**src/rtl/core/lmq_pkg.sv**
```systemverilog
// Shared types and constants for the Lamport mutex queue block.
// Used by lmq_cell, lmq_queue and lamport_mutex_queue. No dependencies.
package lmq_pkg;

  localparam int unsigned PID_W  = 32;
  localparam int unsigned TIME_W = 32;
  localparam int unsigned ENTRY_W = TIME_W + PID_W;
  localparam int unsigned REENTRY_W = 24;
  localparam logic [REENTRY_W-1:0] REENTRY_MAX = 24'hFF_FFFF;

  typedef enum logic [2:0] {
    CMD_PEER_REQUEST = 3'd0,
    CMD_PEER_RELEASE = 3'd1,
    CMD_PEER_REPLY   = 3'd2,
    CMD_ALL_ACKED    = 3'd3,
    CMD_ACQUIRE      = 3'd4,
    CMD_RELEASE      = 3'd5,
    CMD_ABORT        = 3'd6,
    CMD_PEER_REMOVED = 3'd7
  } cmd_t;

  typedef enum logic [2:0] {
    ST_DONE        = 3'd0,
    ST_GRANTED     = 3'd1,
    ST_BCAST_REQ   = 3'd2,
    ST_BCAST_REL   = 3'd3,
    ST_WAITING     = 3'd4,
    ST_NOT_HOLDING = 3'd5,
    ST_OVERFLOW    = 3'd6
  } status_t;

  typedef enum logic [1:0] {
    QOP_HOLD   = 2'd0,
    QOP_INSERT = 2'd1,
    QOP_REMOVE = 2'd2
  } qop_t;

  // Entry: time in the high half, pid in the low half.
  typedef struct packed {
    qop_t               op;
    logic [ENTRY_W-1:0] key;
  } qctl_t;

endpackage

```
**src/rtl/core/lamport_mutex_queue.sv**
```systemverilog
// Lamport distributed mutual exclusion, local node.
// The result strobe is registered from the finish state, which follows the execute state.
// A new command can be taken in the finish (wake-check) state, overlapping it; busy is
// high only in the execute state. All queue slots update in the execute cycle.
// Reset clears clock, count and flags; queue slots hold stale data until written.
// Depends on lmq_pkg and lmq_queue.
module lamport_mutex_queue #(
  parameter int unsigned QUEUE_DEPTH = 16
) (
  input  logic                         clk,
  input  logic                         rst_n,
  input  logic                         start,
  output logic                         busy,
  input  lmq_pkg::cmd_t                in_cmd,
  input  logic [lmq_pkg::PID_W-1:0]    in_peer_pid,
  input  logic [lmq_pkg::TIME_W-1:0]   in_peer_time,
  output logic                         out_valid,
  output lmq_pkg::status_t             out_status,
  output logic [lmq_pkg::TIME_W-1:0]   out_time_out,
  output logic                         out_woken,
  output logic                         out_holding,
  input  logic                         psel,
  input  logic                         penable,
  input  logic                         pwrite,
  input  logic [2:0]                   paddr,
  input  logic [31:0]                  pwdata,
  output logic [31:0]                  prdata,
  output logic                         pready
);
  import lmq_pkg::*;

  localparam int unsigned CW = $clog2(QUEUE_DEPTH + 1);
  localparam logic [CW-1:0] FULL = CW'(QUEUE_DEPTH);

  typedef enum logic [1:0] {
    S_IDLE,
    S_EXEC,
    S_FIN
  } state_t;

  state_t              state_r, state_nxt;
  cmd_t                cmd_r, cmd_nxt;
  logic [PID_W-1:0]    pid_r, pid_nxt;
  logic [TIME_W-1:0]   ptime_r, ptime_nxt;
  logic [PID_W-1:0]    own_pid_r, own_pid_nxt;
  logic [TIME_W-1:0]   clock_r, clock_nxt;
  logic [CW-1:0]       count_r, count_nxt;
  logic                pend_r, pend_nxt;
  logic                ack_r, ack_nxt;
  logic [REENTRY_W-1:0] reent_r, reent_nxt;
  status_t             status_r, status_nxt;
  logic                wake_r, wake_nxt;
  logic                ov_r, ov_nxt;
  status_t             ostat_r, ostat_nxt;
  logic [TIME_W-1:0]   otime_r, otime_nxt;
  logic                owoken_r, owoken_nxt;
  logic                ohold_r, ohold_nxt;

  qctl_t               qctl;
  logic [ENTRY_W-1:0]  head;
  logic                head_hit;
  logic                found;
  logic                holding;
  logic                full;
  logic                accept;
  logic                wake;
  logic                cfg_wr;
  logic [TIME_W-1:0]   merged;

  lmq_queue #(
    .DEPTH (QUEUE_DEPTH),
    .CW    (CW)
  ) u_queue (
    .clk      (clk),
    .ctl      (qctl),
    .count    (count_r),
    .head     (head),
    .head_hit (head_hit),
    .found    (found)
  );

  assign busy    = (state_r == S_EXEC);
  assign accept  = start && !busy;
  assign pready  = 1'b1;
  assign cfg_wr  = psel && penable && pwrite && !paddr[2];
  assign prdata  = paddr[2] ? 32'd0 : own_pid_r;
  assign holding = ack_r && (count_r != '0) && (head[PID_W-1:0] == own_pid_r);
  assign full    = (count_r == FULL);
  assign merged  = ((ptime_r > clock_r) ? ptime_r : clock_r) + TIME_W'(1);
  assign wake    = (state_r == S_FIN) && wake_r && pend_r && holding;

  assign out_valid    = ov_r;
  assign out_status   = ostat_r;
  assign out_time_out = otime_r;
  assign out_woken    = owoken_r;
  assign out_holding  = ohold_r;

  // Queue control for the execute cycle; depends on registers only.
  always_comb begin
    qctl.op  = QOP_HOLD;
    qctl.key = {ptime_r, pid_r};
    if (state_r == S_EXEC) begin
      case (cmd_r)
        CMD_PEER_REQUEST: begin
          if (!full) begin
            qctl.op = QOP_INSERT;
          end
        end
        CMD_PEER_RELEASE: begin
          qctl.op = QOP_REMOVE;
        end
        CMD_ACQUIRE: begin
          if (!holding && !pend_r) begin
            qctl.key = {clock_r + TIME_W'(1), own_pid_r};
            if (!full) begin
              qctl.op = QOP_INSERT;
            end
          end
        end
        CMD_RELEASE: begin
          if (holding && !(reent_r > REENTRY_W'(1))) begin
            qctl.op  = QOP_REMOVE;
            qctl.key = {ptime_r, own_pid_r};
          end
        end
        CMD_ABORT: begin
          qctl.op  = QOP_REMOVE;
          qctl.key = {ptime_r, own_pid_r};
        end
        CMD_PEER_REMOVED: begin
          if (pid_r != own_pid_r) begin
            qctl.op = QOP_REMOVE;
          end
        end
        default: begin
          qctl.op = QOP_HOLD;
        end
      endcase
    end
  end

  always_comb begin
    state_nxt   = state_r;
    cmd_nxt     = cmd_r;
    pid_nxt     = pid_r;
    ptime_nxt   = ptime_r;
    own_pid_nxt = cfg_wr ? pwdata : own_pid_r;
    clock_nxt   = clock_r;
    count_nxt   = count_r;
    pend_nxt    = pend_r;
    ack_nxt     = ack_r;
    reent_nxt   = reent_r;
    status_nxt  = status_r;
    wake_nxt    = wake_r;
    ov_nxt      = 1'b0;
    ostat_nxt   = ostat_r;
    otime_nxt   = otime_r;
    owoken_nxt  = owoken_r;
    ohold_nxt   = ohold_r;

    if (accept) begin
      cmd_nxt   = in_cmd;
      pid_nxt   = in_peer_pid;
      ptime_nxt = in_peer_time;
    end

    case (state_r)
      S_IDLE: begin
        if (accept) begin
          state_nxt = S_EXEC;
        end
      end
      S_EXEC: begin
        state_nxt  = S_FIN;
        status_nxt = ST_DONE;
        wake_nxt   = 1'b0;
        case (cmd_r)
          CMD_PEER_REQUEST: begin
            clock_nxt = merged;
            if (full) begin
              status_nxt = ST_OVERFLOW;
            end else begin
              count_nxt = count_r + CW'(1);
            end
          end
          CMD_PEER_RELEASE: begin
            clock_nxt = merged;
            if (found) begin
              count_nxt = count_r - CW'(1);
            end
            wake_nxt = head_hit;
          end
          CMD_PEER_REPLY: begin
            clock_nxt = merged;
          end
          CMD_ALL_ACKED: begin
            ack_nxt  = 1'b1;
            wake_nxt = 1'b1;
          end
          CMD_ACQUIRE: begin
            if (holding) begin
              if (reent_r >= REENTRY_MAX) begin
                status_nxt = ST_OVERFLOW;
              end else begin
                reent_nxt  = reent_r + REENTRY_W'(1);
                status_nxt = ST_GRANTED;
              end
            end else if (pend_r) begin
              status_nxt = ST_WAITING;
            end else begin
              clock_nxt = clock_r + TIME_W'(1);
              if (full) begin
                status_nxt = ST_OVERFLOW;
              end else begin
                count_nxt  = count_r + CW'(1);
                pend_nxt   = 1'b1;
                status_nxt = ST_BCAST_REQ;
              end
            end
          end
          CMD_RELEASE: begin
            if (!holding) begin
              status_nxt = ST_NOT_HOLDING;
            end else if (reent_r > REENTRY_W'(1)) begin
              reent_nxt = reent_r - REENTRY_W'(1);
            end else begin
              reent_nxt  = '0;
              clock_nxt  = clock_r + TIME_W'(1);
              ack_nxt    = 1'b0;
              if (found) begin
                count_nxt = count_r - CW'(1);
              end
              status_nxt = ST_BCAST_REL;
            end
          end
          CMD_ABORT: begin
            pend_nxt   = 1'b0;
            clock_nxt  = clock_r + TIME_W'(1);
            ack_nxt    = 1'b0;
            if (found) begin
              count_nxt = count_r - CW'(1);
            end
            status_nxt = ST_BCAST_REL;
          end
          default: begin
            // peer removed: own pid is never dropped this way
            if (pid_r != own_pid_r) begin
              if (found) begin
                count_nxt = count_r - CW'(1);
              end
              wake_nxt = head_hit;
            end
          end
        endcase
      end
      S_FIN: begin
        state_nxt = accept ? S_EXEC : S_IDLE;
        if (wake) begin
          pend_nxt  = 1'b0;
          clock_nxt = clock_r + TIME_W'(1);
          if (reent_r < REENTRY_MAX) begin
            reent_nxt = reent_r + REENTRY_W'(1);
          end
        end
        ov_nxt     = 1'b1;
        ostat_nxt  = (cmd_r == CMD_ALL_ACKED) ? (wake ? ST_GRANTED : ST_DONE) : status_r;
        otime_nxt  = clock_r + TIME_W'(wake);
        owoken_nxt = wake;
        ohold_nxt  = holding;
      end
      default: begin
        state_nxt = S_IDLE;
      end
    endcase
  end

  always_ff @(posedge clk) begin
    if (!rst_n) begin
      state_r   <= S_IDLE;
      own_pid_r <= '0;
      clock_r   <= '0;
      count_r   <= '0;
      pend_r    <= 1'b0;
      ack_r     <= 1'b0;
      reent_r   <= '0;
      wake_r    <= 1'b0;
      ov_r      <= 1'b0;
    end else begin
      state_r   <= state_nxt;
      own_pid_r <= own_pid_nxt;
      clock_r   <= clock_nxt;
      count_r   <= count_nxt;
      pend_r    <= pend_nxt;
      ack_r     <= ack_nxt;
      reent_r   <= reent_nxt;
      wake_r    <= wake_nxt;
      ov_r      <= ov_nxt;
    end
    cmd_r    <= cmd_nxt;
    pid_r    <= pid_nxt;
    ptime_r  <= ptime_nxt;
    status_r <= status_nxt;
    ostat_r  <= ostat_nxt;
    otime_r  <= otime_nxt;
    owoken_r <= owoken_nxt;
    ohold_r  <= ohold_nxt;
  end

endmodule

```
**src/rtl/core/lmq_cell.sv**
```systemverilog
// One slot of the sorted request queue.
// Depends on lmq_pkg. Inserts shift toward the tail, removals toward the head.
module lmq_cell (
  input  logic                        clk,
  input  lmq_pkg::qctl_t              ctl,
  input  logic                        occ,
  input  logic                        prev_le,
  input  logic [lmq_pkg::ENTRY_W-1:0] prev_entry,
  input  logic [lmq_pkg::ENTRY_W-1:0] next_entry,
  input  logic                        hit_in,
  output logic [lmq_pkg::ENTRY_W-1:0] entry,
  output logic                        le,
  output logic                        hit
);
  import lmq_pkg::*;

  logic [ENTRY_W-1:0] entry_r;
  logic [ENTRY_W-1:0] entry_nxt;
  logic               match;

  assign entry = entry_r;
  assign le    = occ && (entry_r <= ctl.key);
  assign match = occ && (entry_r[PID_W-1:0] == ctl.key[PID_W-1:0]);
  assign hit   = hit_in || match;

  always_comb begin
    entry_nxt = entry_r;
    case (ctl.op)
      QOP_INSERT: begin
        // keep if not above the new key, else take the new key at the boundary or shift in the previous entry
        if (!le) begin
          entry_nxt = prev_le ? ctl.key : prev_entry;
        end
      end
      QOP_REMOVE: begin
        if (hit) begin
          entry_nxt = next_entry;
        end
      end
      default: begin
        entry_nxt = entry_r;
      end
    endcase
  end

  always_ff @(posedge clk) begin
    entry_r <= entry_nxt;
  end

endmodule

```
**src/rtl/core/lmq_queue.sv**
```systemverilog
// Chain of lmq_cell slots forming the sorted request queue.
// Depends on lmq_pkg and lmq_cell.
module lmq_queue #(
  parameter int unsigned DEPTH = 16,
  parameter int unsigned CW    = $clog2(DEPTH + 1)
) (
  input  logic                        clk,
  input  lmq_pkg::qctl_t              ctl,
  input  logic [CW-1:0]               count,
  output logic [lmq_pkg::ENTRY_W-1:0] head,
  output logic                        head_hit,
  output logic                        found
);
  import lmq_pkg::*;

  logic [ENTRY_W-1:0] entries [DEPTH];
  logic [DEPTH-1:0]   le_v;
  logic [DEPTH-1:0]   hit_v;

  for (genvar i = 0; i < DEPTH; i++) begin : g_cell
    logic               occ;
    logic               p_le;
    logic               p_hit;
    logic [ENTRY_W-1:0] p_entry;
    logic [ENTRY_W-1:0] n_entry;

    assign occ = count > CW'(i);

    if (i == 0) begin : g_first
      assign p_le    = 1'b1;
      assign p_hit   = 1'b0;
      assign p_entry = ctl.key;
    end else begin : g_rest
      assign p_le    = le_v[i-1];
      assign p_hit   = hit_v[i-1];
      assign p_entry = entries[i-1];
    end

    if (i == DEPTH - 1) begin : g_last
      assign n_entry = entries[i];
    end else begin : g_mid
      assign n_entry = entries[i+1];
    end

    lmq_cell u_cell (
      .clk        (clk),
      .ctl        (ctl),
      .occ        (occ),
      .prev_le    (p_le),
      .prev_entry (p_entry),
      .next_entry (n_entry),
      .hit_in     (p_hit),
      .entry      (entries[i]),
      .le         (le_v[i]),
      .hit        (hit_v[i])
    );
  end

  assign head     = entries[0];
  assign head_hit = hit_v[0];
  assign found    = hit_v[DEPTH-1];

endmodule

```
**config.mk**
```make
export PLATFORM = sky130hd
export DESIGN_NAME = lamport_mutex_queue
export DESIGN_NICKNAME = d
export VERILOG_FILES = /design/src/rtl/core/lmq_pkg.sv /design/src/rtl/core/lamport_mutex_queue.sv /design/src/rtl/core/lmq_cell.sv /design/src/rtl/core/lmq_queue.sv
export SDC_FILE = /design/constraint.sdc
export NUM_CORES = 2
export LEC_CHECK = 0
export BUFFER_PORTS_ARGS = -buffer_cell sky130_fd_sc_hd__buf_4
export CORE_AREA = 10 10 432 434
export CTS_BUF_LIST = sky130_fd_sc_hd__clkbuf_4
export CTS_CLUSTER_DIAMETER = 40
export CTS_CLUSTER_SIZE = 24
export DETAILED_ROUTE_END_ITERATION = 10
export DIE_AREA = 0 0 442 444
export PLACE_DENSITY = 0.66
export RECOVER_POWER = 100
export SYNTH_ARGS = -nofsm -noshare
export SYNTH_HDL_FRONTEND = slang
export SYNTH_SLANG_ARGS = --single-unit
```
**constraint.sdc**
```tcl
create_clock -name clk -period 14.5 [get_ports clk]
set_clock_uncertainty 0.2 [all_clocks]
set_input_delay 0 -clock clk [delete_from_list [all_inputs] [get_ports clk]]
set_output_delay 0 -clock clk [all_outputs]
set_load 0.03 [all_outputs]
```
==> reports/metrics.cfg <==
[power]
finalPower_mw=11.9
power_density_nw_per_um2=120
p_leak_nw=37.9
max-vdd-ir-drop_uv=97.7

[sta]
timing.hold.ws_ns=0.170
fmax_ghz=0.0815
rsz0062_at_grt=no
drv_slew=1646
layout_setup_ws_ns=2.23
tightestPinTransition_ns=4.70
finalSetupViolCount=0
max_slew_margin_pct=-213
hold_violations=0
fin_crit_sh_pct=84.6
final_period_minus_worst_setup_slack_ns=12.27
fin_tns_setup_ns=0

[critical_path]
slowest_stage=nor4b_1
cp.required_ns=15.23
path_cells=or4_1 -> or4_1 -> nor4b_1 -> nand4_2 -> clkbuf_1 -> a21oi_1 -> o21ai_2 -> mux2_1 -> inv_2 -> ha_1 -> and3_1 -> nand4_1 -> nor3_1 -> o311ai_0 -> a31oi_1 -> o21ba_2 -> o32a_2 -> o21bai_1 -> nor2_4 -> buf_4
crit_path_max_incr_delay_ns=1.44
worstPathMaxFanout=40
reg2reg_depth=20
r2r_slack_ns=2.23
critical_path_arrival_ns=13.00
cpMostUsedCell=or4_1
startpoint_type=flop
end_kind=flop
critical_path_class=flop to flop

[clocking]
h-tree-depth=4
hold_buffers=340
cts_buffers=225
cts_tree=done
cts-resized-gates=0
clockRootBuffer=clkbuf_4
clock-sinks=1230
clkLatencyLatePin_ns=1.40
clkTransAtPathRegs_ns=0.15
cts_buffer_depth=3
postCtsSetupBuffers=0

[finish]
seq_area_um2=35900
nFillCells=15600
drive_gt1_share_pct=8.95
final_nets=10500
stdcell_area_um2=99100
multi_input_area_um2=49800
fin_util_pct=55.7
fin_cells=11900
syn_to_final_growth_pct=12.2

[global_route]
gr-total-overflow=0
antenna_found_initial=20
grt_max_degree=271
grt_pass1_vias=73000
grt_pass1_wl_um=455000
grt_usage_pct=29.6

[yosys]
yosysTopAreaCell=edfxtp_1
syn_nets=10100
netlist_area_um2=88300
ys_seq_area_share_pct=40.7
yosysWarnings=0
synth-edff-count=1131
syn_inst=8900
synthFlopType=edfxtp_1
syn_avg_cell_area_um2=9.93
yosys-top-cells-count=1318 x nand2_1, 1131 x edfxtp_1, 1074 x ha_1
synthTopCellsByArea=edfxtp_1 38%, ha_1 15%, mux2i_1 9.9%, nand2_1 5.6%, o21ai_0 4.5%
synth.distinct_cells=82
synth.top_cell.area_share_pct=38.4
synth_most_common_cell=nand2_1
synth-seq-cells=1230
synthArstFlopShare_pct=0

[floorplan]
initial_core_util_pct=49.7
fp.dieW_um=442
fp.coreArea_um2=178000
die_area_um2=196000
io_pins=180
die_h_um=444
rows=155

[drt]
drtIter0Drc=8838
ant_nets=0
dr_total_vias=76100
routed_via_density=6.41
totalWireLength_um=305000
drtPass1Iterations=8
drc=0
avgRoutedWirePerCell_um=25.7

[job]
maxCapViolations=30

[placement]
io_buffers=176
pre_cts_ws_ns=4.78
placed_cell_area_um2=92200
place_inst=11100
dpl.hpwl_um=221000
place.gp.congestion=0.978

[hold_path]
hold_path_depth=7
hold_class=primary input to flop

[outcome]
status=finished with violations
violations=max-capacitance violations, max-slew violations

==> state kept, by name, summed over array words and instances, names as in the netlist, 3 cells and up <==
signal,count
clock_r,32
cmd_r,3
own_pid_r,32
count_r,5
ptime_r,32
pid_r,32
reent_r,24
u_queue.g_cell.u_cell.entry,1024
status_r,3
out_status,3
out_time_out,32
==> worst max-delay path, delay by kind of cell (launching register included) <==
family / cells / cell delay (ns)
fa+ha+maj: 1 / 0.45
flops: 1 / 0.42
compound gates: 7 / 2.38
mux: 1 / 1.03
buf+inv: 3 / 1.89
simple gates: 8 / 5.38
==> worst paths after layout <==
| kind | start | to |
|---|---|---|
| hold reg to reg | wake_r | wake_r |
| setup reg to reg | reent_r[14] | u_queue.g_cell[6].u_cell.entry[40] |
| hold / removal | pwrite | own_pid_r[26] |
| setup / recovery | reent_r[14] | u_queue.g_cell[6].u_cell.entry[40] |
==> area by class of cell <==
type | instances | share of cell area (%)
Antenna cell | 24 | 0.0606
Inverter | 162 | 0.614
Tap cell | 2355 | 2.97
Timing Repair Buffer | 692 | 5.72
Clock inverter | 191 | 2.34
Sequential cell | 1230 | 36.3
Clock buffer | 233 | 1.76
Multi-Input combinational cell | 6979 | 50.3
==> cell usage in the layout (no fill, tap or decap), drive strengths merged, types with 181 or more instances in the layout <==
| master | count |
|---|---|
| edfxtp | 1131 |
| a21oi | 406 |
| ha | 1074 |
| nand2 | 1318 |
| nand4 | 257 |
| mux2i | 874 |
| clkbuf | 405 |
| buf | 181 |
| nor2 | 287 |
| dlygate4sd3 | 339 |
| o21ai | 1232 |
| inv | 205 |
==> kinds of logic after synthesis <==
logic type               Yosys count  share of synthesized area (%)
flip-flops                      1230                           40.7
adder cells (fa/ha/maj)         1074                           15.2
other                              1                        0.00425
multiplexers                     972                           11.2
AND/OR/NAND/NOR                 2532                           13.2
XOR/XNOR                         163                           1.62
AO/OA/AOI/OAI                   2237                           14.9
buffers and inverters            691                           3.18
==> power breakdown <==
| group | switching, mW | internal (mW) |
|---|---|---|
| clock | 1.76 | 1.61 |
| combinational | 2.31 | 1.31 |
| sequential | 0.403 | 4.51 |
| total | 4.47 | 7.44 |
==> metal layers <==
layer / vias up / global-route usage, % / wire length [µm]
met2: 3593 / 45.5 / 133000
li1: 34600 / - / -
met1: 37200 / 40.6 / 130000
met3: 709 / 4.61 / 24700
met5: - / 0 / 33
met4: 6 / 14.8 / 17600
Note: power is estimated with default switching activity, not from simulation.
